### src/sv/bcd_pkg.sv
// Package for the push button click / long press decoder.
// Types, codes and constants shared by all modules; no dependencies.
package bcd_pkg;

    localparam int TIMER_WIDTH = 16;
    localparam int CFG_DATA_WIDTH = 16;
    localparam int CFG_INDEX_WIDTH = 2;
    localparam int COUNT_WIDTH = 8;

    typedef logic [TIMER_WIDTH-1:0] timer_t;
    // countdown: positive counts, zero, or all ones for expired
    typedef logic signed [TIMER_WIDTH:0] rem_t;
    typedef logic [COUNT_WIDTH-1:0] count_t;

    localparam logic [31:0] FIRST_TIMEOUT_RESET = 32'd250;
    localparam logic [31:0] REPEAT_TIMEOUT_RESET = 32'd150;
    localparam count_t COUNT_MAX = {COUNT_WIDTH{1'b1}};
    localparam rem_t REM_EXPIRED = {(TIMER_WIDTH+1){1'b1}};

    typedef enum logic [1:0] {
        CMD_EDGE  = 2'd0,
        CMD_TICK  = 2'd1,
        CMD_OTHER = 2'd2
    } cmd_t;

    typedef enum logic [1:0] {
        EV_LONG_PRESS   = 2'd0,
        EV_SHORT_PRESS  = 2'd1,
        EV_LONG_RELEASE = 2'd2
    } ev_t;

    typedef enum logic [CFG_INDEX_WIDTH-1:0] {
        CFG_FIRST_TIMEOUT  = 2'd0,
        CFG_REPEAT_TIMEOUT = 2'd1
    } cfg_idx_t;

    typedef struct packed {
        timer_t first_timeout;
        timer_t repeat_timeout;
    } cfg_t;

    typedef struct packed {
        logic   valid;
        ev_t    kind;
        count_t count;
    } res_t;

endpackage

### src/sv/bcd_cfg.sv
// Configuration registers of the button decoder (timeouts).
// Depends on bcd_pkg.
module bcd_cfg (
    input  logic                                clk,
    input  logic                                rst_n,
    input  logic                                cfg_valid,
    input  logic [bcd_pkg::CFG_INDEX_WIDTH-1:0] cfg_index,
    input  logic [bcd_pkg::CFG_DATA_WIDTH-1:0]  cfg_data,
    output bcd_pkg::cfg_t                       cfg
);

    bcd_pkg::timer_t first_reg, first_next;
    bcd_pkg::timer_t repeat_reg, repeat_next;

    always_comb
    begin
        first_next = first_reg;
        repeat_next = repeat_reg;
        if (cfg_valid)
        begin
            case (bcd_pkg::cfg_idx_t'(cfg_index))
                bcd_pkg::CFG_FIRST_TIMEOUT:  first_next = bcd_pkg::timer_t'(cfg_data);
                bcd_pkg::CFG_REPEAT_TIMEOUT: repeat_next = bcd_pkg::timer_t'(cfg_data);
                default: ;  // unknown index: dropped
            endcase
        end
    end

    always_ff @(posedge clk or negedge rst_n)
    begin
        if (!rst_n)
        begin
            first_reg <= bcd_pkg::timer_t'(bcd_pkg::FIRST_TIMEOUT_RESET);
            repeat_reg <= bcd_pkg::timer_t'(bcd_pkg::REPEAT_TIMEOUT_RESET);
        end
        else
        begin
            first_reg <= first_next;
            repeat_reg <= repeat_next;
        end
    end

    assign cfg.first_timeout = first_reg;
    assign cfg.repeat_timeout = repeat_reg;

endmodule

### src/sv/bcd_core.sv
// Decoder state (armed, countdown, clicks) and the combinational logic that updates it.
// Depends on bcd_pkg.
module bcd_core (
    input  logic          clk,
    input  logic          rst_n,
    input  logic          fire,
    input  logic [1:0]    cmd,
    input  logic          level,
    input  bcd_pkg::cfg_t cfg,
    output bcd_pkg::res_t res
);

    logic            armed_reg, armed_next;
    bcd_pkg::rem_t   rem_reg, rem_next;
    bcd_pkg::count_t clicks_reg, clicks_next;

    logic            rem_pos;
    bcd_pkg::rem_t   rem_dec;
    bcd_pkg::rem_t   rem_first;
    bcd_pkg::rem_t   rem_repeat;

    assign rem_pos = !rem_reg[bcd_pkg::TIMER_WIDTH] && (rem_reg != '0);
    assign rem_dec = rem_pos ? (rem_reg - bcd_pkg::rem_t'(1)) : rem_reg;
    assign rem_first = bcd_pkg::rem_t'({1'b0, cfg.first_timeout});
    assign rem_repeat = bcd_pkg::rem_t'({1'b0, cfg.repeat_timeout});

    always_comb
    begin
        armed_next = armed_reg;
        rem_next = rem_reg;
        clicks_next = clicks_reg;
        res.valid = 1'b0;
        res.kind = bcd_pkg::EV_LONG_PRESS;
        res.count = '0;
        if (fire)
        begin
            case (bcd_pkg::cmd_t'(cmd))
                bcd_pkg::CMD_EDGE:
                begin
                    if (armed_reg)
                    begin
                        if (!level)
                        begin
                            if (rem_pos)
                            begin
                                if (clicks_reg != bcd_pkg::COUNT_MAX)
                                    clicks_next = clicks_reg + bcd_pkg::count_t'(1);
                                rem_next = rem_repeat;
                            end
                            else
                            begin
                                armed_next = 1'b0;
                                clicks_next = '0;
                                res.valid = 1'b1;
                                res.kind = bcd_pkg::EV_LONG_RELEASE;
                            end
                        end
                        else if (rem_pos)
                        begin
                            rem_next = rem_repeat;
                        end
                    end
                    else if (level)
                    begin
                        armed_next = 1'b1;
                        rem_next = rem_first;
                    end
                end
                bcd_pkg::CMD_TICK:
                begin
                    if (armed_reg)
                    begin
                        if (rem_dec == '0)
                        begin
                            rem_next = bcd_pkg::REM_EXPIRED;
                            res.valid = 1'b1;
                            if (clicks_reg == '0)
                            begin
                                res.kind = bcd_pkg::EV_LONG_PRESS;
                            end
                            else
                            begin
                                res.kind = bcd_pkg::EV_SHORT_PRESS;
                                res.count = clicks_reg;
                                armed_next = 1'b0;
                                clicks_next = '0;
                            end
                        end
                        else
                        begin
                            rem_next = rem_dec;
                        end
                    end
                end
                bcd_pkg::CMD_OTHER:
                begin
                    // forced long press while the first countdown runs
                    if (rem_pos && (clicks_reg == '0))
                    begin
                        rem_next = bcd_pkg::REM_EXPIRED;
                        res.valid = 1'b1;
                        res.kind = bcd_pkg::EV_LONG_PRESS;
                    end
                end
                default: ;  // unused command code
            endcase
        end
    end

    always_ff @(posedge clk or negedge rst_n)
    begin
        if (!rst_n)
        begin
            armed_reg <= 1'b0;
            rem_reg <= '0;
            clicks_reg <= '0;
        end
        else
        begin
            armed_reg <= armed_next;
            rem_reg <= rem_next;
            clicks_reg <= clicks_next;
        end
    end

`ifndef SYNTH
    // a running countdown only exists while armed
    a_pos_armed: assert property (@(posedge clk) disable iff (!rst_n)
        rem_pos |-> armed_reg)
        else $error("countdown running while idle");

    // clicks are only held while armed
    a_clicks_armed: assert property (@(posedge clk) disable iff (!rst_n)
        (clicks_reg != '0) |-> armed_reg)
        else $error("clicks held while idle");

    // no result without an item
    a_res_fire: assert property (@(posedge clk) disable iff (!rst_n)
        res.valid |-> fire)
        else $error("result without item");
`endif

endmodule

### src/sv/button_click_long_press_decoder.sv
// Top level of the push button click / long press decoder.
// Depends on bcd_pkg, bcd_cfg and bcd_core.
//
// Usage:
//   Input channel (in_valid / in_stall, command, button_level): one beat is a
//   button edge with its new level, a time tick, or an other-event notice.
//   Output channel (out_valid / out_stall, event_kind, click_count): one beat
//   per reported event (long press, short press with count, long release).
//   Most input beats produce no output beat.
//   Config channel (cfg_valid / cfg_ready, cfg_index, cfg_data): writes the
//   first and repeat timeouts; cfg_ready is always high. Write only while
//   the block is idle.
// Timing:
//   A beat lands in the input register, is decoded there against the core
//   state once the output slot is free, and its event, if any, is written
//   into the output register. One beat per cycle is taken while in_stall is
//   low; the state update is combinational logic.
// Reset:
//   rst_n clears the state to idle, the timeouts to 250 and 150 ticks, and
//   empties both registers.
// Stall:
//   While out_stall holds a waiting event, the input register keeps its beat
//   and in_stall rises once it is full; nothing is dropped.
module button_click_long_press_decoder (
    input  logic                                clk,
    input  logic                                rst_n,
    input  logic                                in_valid,
    output logic                                in_stall,
    input  logic [1:0]                          command,
    input  logic                                button_level,
    output logic                                out_valid,
    input  logic                                out_stall,
    output logic [1:0]                          event_kind,
    output logic [7:0]                          click_count,
    input  logic                                cfg_valid,
    output logic                                cfg_ready,
    input  logic [bcd_pkg::CFG_INDEX_WIDTH-1:0] cfg_index,
    input  logic [bcd_pkg::CFG_DATA_WIDTH-1:0]  cfg_data
);

    bcd_pkg::cfg_t cfg;
    bcd_pkg::res_t res;

    // input register
    logic       in_valid_reg, in_valid_next;
    logic [1:0] in_cmd_reg;
    logic       in_level_reg;

    // output register
    logic                        out_valid_reg, out_valid_next;
    bcd_pkg::ev_t                out_kind_reg;
    logic [bcd_pkg::COUNT_WIDTH-1:0] out_count_reg;

    logic out_free;
    logic consume;
    logic in_take;

    assign cfg_ready = 1'b1;

    bcd_cfg u_cfg (
        .clk       (clk),
        .rst_n     (rst_n),
        .cfg_valid (cfg_valid),
        .cfg_index (cfg_index),
        .cfg_data  (cfg_data),
        .cfg       (cfg)
    );

    // output slot empty or being drained this cycle
    assign out_free = !out_valid_reg || !out_stall;
    assign consume = in_valid_reg && out_free;
    assign in_stall = in_valid_reg && !consume;
    assign in_take = in_valid && !in_stall;

    bcd_core u_core (
        .clk   (clk),
        .rst_n (rst_n),
        .fire  (consume),
        .cmd   (in_cmd_reg),
        .level (in_level_reg),
        .cfg   (cfg),
        .res   (res)
    );

    always_comb
    begin
        in_valid_next = in_valid_reg;
        if (in_take)
            in_valid_next = 1'b1;
        else if (consume)
            in_valid_next = 1'b0;
    end

    always_comb
    begin
        out_valid_next = out_valid_reg;
        if (out_free)
            out_valid_next = res.valid;
    end

    always_ff @(posedge clk or negedge rst_n)
    begin
        if (!rst_n)
        begin
            in_valid_reg <= 1'b0;
            out_valid_reg <= 1'b0;
        end
        else
        begin
            in_valid_reg <= in_valid_next;
            out_valid_reg <= out_valid_next;
        end
    end

    // payload registers, no reset
    always_ff @(posedge clk)
    begin
        if (in_take)
        begin
            in_cmd_reg <= command;
            in_level_reg <= button_level;
        end
        if (out_free && res.valid)
        begin
            out_kind_reg <= res.kind;
            out_count_reg <= res.count;
        end
    end

    assign out_valid = out_valid_reg;
    assign event_kind = out_kind_reg;
    assign click_count = out_count_reg;

`ifndef SYNTH
    // a short press always carries at least one click
    a_short_count: assert property (@(posedge clk) disable iff (!rst_n)
        (out_valid_reg && (out_kind_reg == bcd_pkg::EV_SHORT_PRESS)) |->
            (out_count_reg != '0))
        else $error("short press with zero clicks");

    // long press and long release carry no count
    a_long_count: assert property (@(posedge clk) disable iff (!rst_n)
        (out_valid_reg && (out_kind_reg != bcd_pkg::EV_SHORT_PRESS)) |->
            (out_count_reg == '0))
        else $error("long event with nonzero count");

    // a stalled input beat stays in the input register
    a_stall_hold: assert property (@(posedge clk) disable iff (!rst_n)
        in_stall |=> in_valid_reg)
        else $error("stalled input beat lost");
`endif

endmodule
### config.mk
export PLATFORM = sky130hd
export DESIGN_NAME = button_click_long_press_decoder
export DESIGN_NICKNAME = d
export VERILOG_FILES = /design/src/sv/bcd_pkg.sv /design/src/sv/bcd_cfg.sv /design/src/sv/bcd_core.sv /design/src/sv/button_click_long_press_decoder.sv
export SDC_FILE = /design/constraint.sdc
export NUM_CORES = 1
export LEC_CHECK = 0
export BUFFER_PORTS_ARGS = -buffer_cell sky130_fd_sc_hd__buf_2
export CAP_MARGIN = 15
export CORE_ASPECT_RATIO = 1.5
export CORE_MARGIN = 8
export CORE_UTILIZATION = 54
export CTS_CLUSTER_SIZE = 24
export DETAILED_ROUTE_END_ITERATION = 8
export GPL_TIMING_DRIVEN = 0
export PLACE_DENSITY = 0.76
export SLEW_MARGIN = 20
export SYNTH_ARGS = -nofsm -noshare
export SYNTH_HDL_FRONTEND = slang
export SYNTH_SLANG_ARGS = --single-unit
### constraint.sdc
create_clock -name clk -period 3.4 [get_ports clk]
set_input_delay 0.68 -clock clk [delete_from_list [all_inputs] [get_ports clk]]
set_output_delay 0.68 -clock clk [all_outputs]
set_load 0.03 [all_outputs]
Yosys cells after proc, flatten, opt, wreduce, memory -nomap -nowiden
Cells that the tools add are included.

Bits in registers: 73. Latch bits: 0. RAM bits: 0. ROM bits: 0. Input port bits: 26. Output and inout port bits: 13. Word-level logic and storage cells: 93. Memories: 0.

Add/subtract/negate cells: 2. Multiply operators: 0. Divide/modulo/power cells: 0. Magnitude comparators: 0. Eq/ne operators: 13. Shift-type cells: 0. Muxes and demuxes: 37. Bitwise operators: 4. Reduce and logical (&&, ||, !) cells: 26.

Operator list (number): $mux W17 (7); $mux W8 (9); $pmux W17 S3 (1); $mux W11 (3); $logic_not A17 Y1 (1); $reduce_bool A17 Y1 (1); $sub A17 B2 Y17 const B (1); $pmux W8 S2 (1); $mux W3 (4); $mux W1 (10); $pmux W3 S3 (1); $add A8 B1 Y8 const B (1); $logic_not A8 Y1 (1); $ne A2 B1 Y1 const B (4); $ne A8 B8 Y1 const B (1); $reduce_and A8 Y1 (1); $logic_and A1 B1 Y1 (6); $ne A3 B3 Y1 const B (2); $reduce_and A2 Y1 (3); $reduce_and A6 Y1 (1); $logic_not A1 Y1 (5); $reduce_or A5 Y1 (1); $eq A2 B1 Y1 const B (2); $logic_not A2 Y1 (2); other kinds (8) (13).

Logic depth before layout (Yosys ltp)
Gate-level depths: netlist of run 1.

Depth in word-level cells: 9. Gate-level depth with buffers: 11. Gate-level depth less buffers: 9.

Modules after synthesis
From an unflattened synthesis of run 1, not the netlist that was laid out.

Cells, all modules: 418. Area total of the unflattened synthesis: 4304.1 µm².

Modules (own cells, without submodules): bcd_core (instances 1, cells each 325, area an instance 2578.7 µm², seq. area each 650.6 µm²); bcd_cfg (instances 1, cells each 68, area an instance 1224.9 µm², seq. area each 813.3 µm²); button_click_long_press_decoder (instances 1, cells each 25, area an instance 500.5 µm², seq. area each 440.4 µm²).

Worst setup path before layout of run 1
No wires, ideal clock.

Path kind: reg2reg. From: register u_core.rem_reg[0]. To: register out_count_reg (netlist bit click_count[0]), enable pin. Library setup time: 0.390 ns. Data arrival time: 3.169 ns. Required time: 3.010 ns. Setup slack: -0.159 ns. Cell stages (with the launch flop): 12. Buffers on the path: 2. Clock period less this slack: 3.559 ns. Cells stage by stage: dfrtp_1 > inv_1 > ha_1 > or4b_4 > or2_0 > buf_2 > o32a_1 > nor2_1 > and4bb_2 > buf_2 > a31oi_1 > nor3_1.

Longest elaborated chain between the ends: 9. Elaborated cells between the ends (all ways): 15. Classes of those cells: add/sub (1); mux (9); reduce/logical (5).

Ends and longest elaborated chain: start, declared (line bcd_core.sv:14) `bcd_pkg::rem_t rem_reg, rem_next;`; start signal, assigned (line bcd_core.sv:121) `rem_reg <= rem_next;`; branches (longest 6 deep; another with $sub A17 B2 Y17); $pmux W3 S3 * (line bcd_core.sv:37) `case (bcd_pkg::cmd_t'(cmd))`; $mux W11 * (line bcd_core.sv:35) `if (fire)`; $logic_and A1 B1 Y1 * (line button_click_long_press_decoder.sv:123) `if (out_free && res.valid)`; end signal, assigned (line button_click_long_press_decoder.sv:126) `out_count_reg <= res.count;`; end, declared (line button_click_long_press_decoder.sv:52) `logic [bcd_pkg::COUNT_WIDTH-1:0] out_count_reg;`.

Every way passes the cells marked *. A chain may end at the register's enable or synchronous reset.

Worst setup path after layout of run 1
From: register u_core.rem_reg[1]. To: register out_count_reg (netlist bit click_count[2]), enable pin.

Same word-level chain as after synthesis.

==> results of run 1 <==
## cell type report
| cell class | count | area, um^2 |
|---|---|---|
| clock inverters | 6 | 87.6 |
| flip-flops and latches | 73 | 1900 |
| well taps | 102 | 128 |
| fillers | 642 | 2660 |
| repair buffers | 39 | 215 |
| clock buffers | 10 | 239 |
| inverters | 12 | 45.0 |
| multi-input cells | 287 | 2180 |
| plain buffers | 25 | 150 |
## repair_timing
action | in CTS | in global routing
gates resized for setup | 6 | 4
hold buffers | 0 | 0
pin swaps | 1 | 1
gates cloned | 0 | 0
endpoints found under the setup margin | 20 | 29
buffers inserted | 2 | 0
## stage by stage
step	hold WS (ps)	total power [mW]	cell area [um^2]
after detailed placement	488	2.63	4560
final	421	3.71	4950
after CTS	445	3.70	4940
after floorplan	384	2.28	4240
after global placement	482	2.59	4550
after global routing	480	3.92	4950
## layer usage
metal | vias up | part of all wire | global-route usage
li1 | 1606 | - | -
met1 | 1658 | 0.37 | 0.211
met2 | 80 | 0.54 | 0.337
met3 | 36 | 0.037 | 0.0317
met4 | 0 | 0.051 | 0.159
met5 | - | 0 | 0
## critical path, cell delays in order (launching register included)
cell and delay (ps):
dfrtp_1 440, inv_1 120, ha_4 160, or4b_4 530, or2_0 220, buf_2 160
o32a_1 230, nor2_1 160, and4bb_2 290, buf_4 180, a31oi_2 140, nor3_4 200
buf_12 160
## worst paths after layout
check	cells after the start	endpoint	slack (ps)
min	1	u_cfg.first_reg[2]$_DFFE_PN0P_	420
min in group clk	1	u_cfg.first_reg[2]$_DFFE_PN0P_	500
max reg2reg	12	click_count[2]$_SDFFCE_PP0P_	110
min reg2reg	1	u_cfg.first_reg[2]$_DFFE_PN0P_	500
max	12	click_count[2]$_SDFFCE_PP0P_	110
max in group asynchronous	1	u_core.rem_reg[8]$_DFFE_PN0P_	2480
## kinds of logic (layout without fill, tap and decap cells)
| family | Yosys count | in the layout | synth area share |
|---|---|---|---|
| simple gates | 138 | 138 | 0.199 |
| other cells | 1 | 1 | 0.000885 |
| buf+inv | 37 | 92 | 0.0452 |
| xor+xnor | 8 | 8 | 0.0165 |
| compound gates | 98 | 98 | 0.175 |
| fa+ha+maj | 7 | 7 | 0.0207 |
| flops | 73 | 73 | 0.450 |
| mux | 35 | 35 | 0.0931 |
## layout by cell type, fill, tap and decap left out, types with 4 or more instances in the layout
master,synthesis,routed
xnor2_1,5,5
nor3b_1,5,4
nand2_1,10,10
nor2b_1,18,18
ha_1,7,6
a21oi_1,17,17
nand3_1,8,8
a221oi_1,16,16
edfxtp_1,13,13
inv_1,12,11
nor3_1,5,4
dfrtp_1,50,50
nor4_1,10,10
mux2_2,35,35
a211oi_1,16,16
or3_1,4,4
o21ai_0,16,16
nor2_1,32,32
o31ai_1,4,4
buf_2,2,37
dfstp_2,10,10
buf_4,2,5
nand2b_1,4,4
clkbuf_1,15,14
clkbuf_16,0,9
and2_1,10,10
## where the power goes
group | switching, mW | internal, mW | total, mW
combinational | 0.713 | 0.559 | 1.27
clock | 0.373 | 0.664 | 1.04
sequential | 0.263 | 1.14 | 1.40
total | 1.35 | 2.36 | 3.71
==> results.md, run 1 <==
- Setup WS pre-CTS: -578 ps
- Req. time, crit path: 3460 ps
- Synth Instances: 397
- Setup Viol. Count Final: 0
- Setup Skew: 6.61 ps
- Syn avg cell area: 10.7 um^2
- FP Rows: 39
- Largest register FFs: 17
- Commonest cells post-synth: 50 x dfrtp_1, 35 x mux2_2, 32 x nor2_1
- Routed via count divided by cell count: 6.10
- TritonCTS clock tree: yes
- Worst Max-Slew Pin Slew: 976 ps
- Power Density: 749 nW/um^2
- Largest area contributor in the synthesized netlist: dfrtp_1
- Fmax: 0.304 GHz
- Final HPWL from detailed placement: 7520 um
- Primary FF master, synth: dfrtp_1
- Critical path launch point type: register
- ANT cells: 0
- Largest cells by area after synthesis: dfrtp_1 30%, mux2_2 9.3%, edfxtp_1 9.2%
- Post-synth cell types: 69
- Via Count: 3380
- Post-synthesis net count: 430
- Max Cap Violations: 0
- Fin nets: 480
- Iteration count of the initial detailed-routing pass: 4
- Remaining antenna violation count: 0
- First-pass GRT wire length: 17200 um
- Final Critical Period: 3290 ps
- CP Launch Point: u_core.rem_reg[1]$_DFFE_PN0P_
- DRT iter0 DRCs: 149
- Die height: 124 um
- Crit path kind: register to register
- DP Cell Count: 536
- Worst R2R Start: u_core.rem_reg[1]$_DFFE_PN0P_
- Share of flip-flops with an asynchronous set or reset: 0.822
- Sequential element share of the synthesized area: 0.450
- CTS Buf Count: 9
- Flops & latches, synth: 73
- Total gr overflow: 0
- Layout Utilization: 0.651
- Slew margin rel.: 0.348
- Input/output buffers: 37
- GRT Util Overall: 0.200
- Yosys warnings: 0
- RSZ-0062 raised after global routing: false
- Die area: 11000 um^2
- Clock Sinks: 73
- Root Buffer: clkbuf_16
- Worst vdd ir: 0.475 mV
- Bufs on Longest Clock Path: 2
- H-tree depth: 3
- Status: finished clean
- Core ar.: 7610 um^2
- Hold Vio Cnt, Final: 0
- Synth Cell Area: 4240 um^2
- Initial Util: 0.556
- CP max FO: 10
- Largest net degree at the start of global routing: 61
- Period utilization: 0.966
- Post-synth EDFFs: 13
- Max-slew violation count: 0
- Initial antenna violation count: 0
- Vias in the first global route: 3559
- Clock-pin slew on the worst setup and hold paths: 60 ps
- Syn-to-layout area delta: 16.9%
- Fin cells: 554
- Top-count cell post-synth: dfrtp_1
- Io pins: 39
- DRC: 0
- Detailed Route WL: 10200 um
- Final setup margin: 115 ps
- DR WL/cell: 18.4 um
- Leakage: 1.94 nW
- Width of the chip: 88.3 um
- Layout cell share with drive strength beyond 1: 0.310
- Synth top area share: 0.295
- Hold crit path type: input port to asynchronous set/reset pin
- Worst-skew pair later-pin latency: 340 ps
- Crit. End Element: register
- Final Wtd Congestion: 0.930
- Setup_tns: 0 ps
- CP arrival: 3340 ps
Note: power is estimated with default switching activity, not from simulation.
==> inputs of run 2 (changes only) <==
--- a/config.mk
+++ b/config.mk
@@ -9,12 +9,12 @@
 export CAP_MARGIN = 15
 export CORE_ASPECT_RATIO = 1.5
 export CORE_MARGIN = 8
-export CORE_UTILIZATION = 54
+export CORE_UTILIZATION = 60
 export CTS_CLUSTER_SIZE = 24
 export DETAILED_ROUTE_END_ITERATION = 8
 export GPL_TIMING_DRIVEN = 0
-export PLACE_DENSITY = 0.76
-export SLEW_MARGIN = 20
+export PLACE_DENSITY = 0.8
+export REMOVE_ABC_BUFFERS = 1
 export SYNTH_ARGS = -nofsm -noshare
 export SYNTH_HDL_FRONTEND = slang
 export SYNTH_SLANG_ARGS = --single-unit
==> constraint.sdc (replaced) <==
create_clock -name clk -period 3.3 [get_ports clk]
set_input_delay 0.66 -clock clk [delete_from_list [all_inputs] [get_ports clk]]
set_output_delay 0.66 -clock clk [all_outputs]
set_load 0.03 [all_outputs]
==> run 2 against run 1 <==
  * Clock skew about the same
  * Total power down 8.8%
  * Sequential share of layout area up 1.6 points
  * Final area down 4.0%
  * First-iteration DRC count up 26%
  * Critical path depth down 1
  * Worst hold slack worse by 74 ps
  * Critical path type unchanged
  * Critical endpoint is now click_count[0]$_SDFFCE_PP0P_
==> results.md, run 2 (synthesis gave the netlist of run 1 again) <==
- Status: finished clean (unchanged)
- DRC: 0 (unchanged)
- Fin nets: 461 (was 480)
- Power Density: 712 nW/um^2 (was 749 nW/um^2)
- Via Count: 3212 (was 3380)
- Setup Skew: 6.77 ps (was 6.61 ps)
- Most common cell after layout, fill and taps aside: dfrtp_1 (unchanged)
- TritonCTS clock tree: yes (unchanged)
- Vias in the first global route: 3283 (was 3559)
- CP max FO: 8 (was 10)
- Total power draw: 3.39 mW (was 3.71 mW)
- Worst vdd ir: 0.427 mV (was 0.475 mV)
- First-pass GRT wire length: 15000 um (was 17200 um)
- Hold crit path type: input port to asynchronous set/reset pin (unchanged)
- Layout cell share with drive strength beyond 1: 0.326 (was 0.310)
- Max-slew violation count: 0 (unchanged)
- Input/output buffers: 37 (unchanged)
- Leakage: 1.85 nW (was 1.94 nW)
- Bufs on Longest Clock Path: 2 (unchanged)
- Setup_tns: 0 ps (unchanged)
- RSZ-0062 raised after global routing: false (unchanged)
- Critical path's top delay family: compound AO/OA/AOI/OAI gates (was simple AND/OR/NAND/NOR gates)
- DP Cell Count: 492 (was 536)
- CP max-delay cell: dfrtp_1 (was or4b_4)
- Root Buffer: clkbuf_8 (was clkbuf_16)
- Initial Util: 0.618 (was 0.556)
- FP Rows: 37 (was 39)
- Largest register FFs: 17 (unchanged)
- Clock-pin slew on the worst setup and hold paths: 80 ps (was 60 ps)
- Largest net degree at the start of global routing: 42 (was 61)
- Io pins: 39 (unchanged)
- DRT iter0 DRCs: 187 (was 149)
- Cell area after layout: 4750 um^2 (was 4950 um^2)
- Final HPWL from detailed placement: 6280 um (was 7520 um)
- Iteration count of the initial detailed-routing pass: 4 (unchanged)
- Worst-skew pair later-pin latency: 340 ps (about the same)
- Fin cells: 511 (was 554)
- Fmax: 0.316 GHz (was 0.304 GHz)
- DR WL/cell: 17.3 um (was 18.4 um)
- Req. time, crit path: 3360 ps (was 3460 ps)
- Syn-to-layout area delta: 12.3% (was 16.9%)
- Core ar.: 6850 um^2 (was 7610 um^2)
- Crit path kind: register to register (unchanged)
- FILL cells: 549 (was 642)
- Final Wtd Congestion: 0.880 (was 0.930)
- Critical path launch point type: register (unchanged)
- Critical path's largest stage delay: 460 ps (was 530 ps)
- Die height: 119 um (was 124 um)
- Total gr overflow: 0 (unchanged)
- Cts hold-fix bufs: 0 (unchanged)
- Remaining antenna violation count: 0 (unchanged)
- CP arrival: 3220 ps (was 3340 ps)
- FF+latch area: 1900 um^2 (unchanged)
- Slew margin rel.: 0.425 (was 0.348)
- H-tree depth: 3 (unchanged)
- Commonest cells after routing, fill and taps aside: 50 x dfrtp_1, 37 x buf_2, 35 x mux2_2 (unchanged)
- Crit. End Element: register (unchanged)
- Clock Sinks: 73 (unchanged)
- Worst Path Buf+Inv: 3 (was 4)
- Final Critical Period: 3160 ps (was 3290 ps)
- Dpl cell area: 4440 um^2 (was 4560 um^2)
- ANT cells: 0 (unchanged)
- Period utilization: 0.958 (was 0.966)
- CP cell instances: inv_2 > ha_4 > nor3b_2 > a41oi_2 > buf_4 > o22ai_1 > a221oi_4 > and4bb_4 > a31oi_1 > nor3_2 > clkbuf_4 (was inv_1 > ha_4 > or4b_4 > or2_0 > buf_2 > o32a_1 > nor2_1 > and4bb_2 > buf_4 > a31oi_2 > nor3_4 > buf_12)
- GRT Util Overall: 0.181 (was 0.200)
- Area of the multi-input gates: 2220 um^2 (was 2180 um^2)
- Hold Vio Cnt, Final: 0 (unchanged)
- CTS Buf Count: 9 (unchanged)
- Width of the chip: 84.6 um (was 88.3 um)
- Die area: 10100 um^2 (was 11000 um^2)
- Routed via count divided by cell count: 6.29 (was 6.10)
- Max Cap Violations: 0 (unchanged)
- Detailed Route WL: 8860 um (was 10200 um)
- Setup Viol. Count Final: 0 (unchanged)
- Initial antenna violation count: 0 (unchanged)
- Worst Max-Slew Pin Slew: 860 ps (was 976 ps)
==> run 2: cell types whose count changed in the layout (fill, tap and decap cells not counted), sizes merged <==
cell	previous run	this run
buf	47	44
clkinvlp	0	1
clkbuf	27	12
bufinv	2	1
inv	15	13
clkinv	1	2
==> run 2: area by class of cell <==
type,instances,area share
tap,78,0.0205
inverter,12,0.00947
timing repair buffer,45,0.0608
multi-input combinational,287,0.468
sequential,73,0.401
clock buffer,11,0.0297
clock inverter,5,0.0113
==> run 2: worst register-to-register path: cells and delay by family, from the launching register on <==
kind | cells | cell delay, ps
AO/OA/AOI/OAI | 4 | 940
AND/OR/NAND/NOR | 3 | 700
buffers and inverters | 3 | 560
flip-flops | 1 | 460
adder cells (fa/ha/maj) | 1 | 190
==> run 2: final timing paths <==
| check | start | to | slack, ps | cells after the start |
|---|---|---|---|---|
| worst max register to register | u_core.rem_reg[0]$_DFFE_PN0P_ | click_count[0]$_SDFFCE_PP0P_ | 140 | 11 |
| worst min-delay path | rst_n | u_cfg.repeat_reg[6]$_DFFE_PN0P_ | 350 | 1 |
| worst min register to register | u_cfg.first_reg[9]$_DFFE_PN0P_ | u_cfg.first_reg[9]$_DFFE_PN0P_ | 500 | 1 |
| worst max-delay path | u_core.rem_reg[0]$_DFFE_PN0P_ | click_count[0]$_SDFFCE_PP0P_ | 140 | 11 |
| min in group clk | command[0] | in_cmd_reg[0]$_DFFE_PP_ | 490 | 1 |
| max in group asynchronous | rst_n | u_cfg.repeat_reg[1]$_DFFE_PN1P_ | 2270 | 2 |
==> run 2: layer usage <==
layer	part of all wire	up-vias	global-route usage
li1	-	1549	-
met1	0.39	1585	0.189
met2	0.56	65	0.340
met3	0.031	13	0.0365
met4	0.014	0	0.0717
met5	0	-	0
==> run 2: power by group <==
group	total [mW]	switching, mW	internal [mW]
clock network	0.697	0.329	0.368
registers	1.53	0.356	1.17
logic	1.16	0.606	0.556
==> run 2: metrics by stage <==
step / util / hold slack (ps) / worst slack, ps
floorplan: - / 364 / -910
global placement: 0.638 / 481 / -2190
detailed placement: 0.649 / 488 / -778
CTS: 0.684 / 363 / 22.3
global route: 0.694 / 393 / 5.52
finish: 0.694 / 347 / 138
==> run 2: repair_timing <==
| item | 4_1_cts | 5_1_grt |
|---|---|---|
| setup buffers | 2 | 0 |
| pin swaps | 1 | 0 |
| resized for setup | 7 | 9 |
| setup endpoints to repair | 38 | 33 |
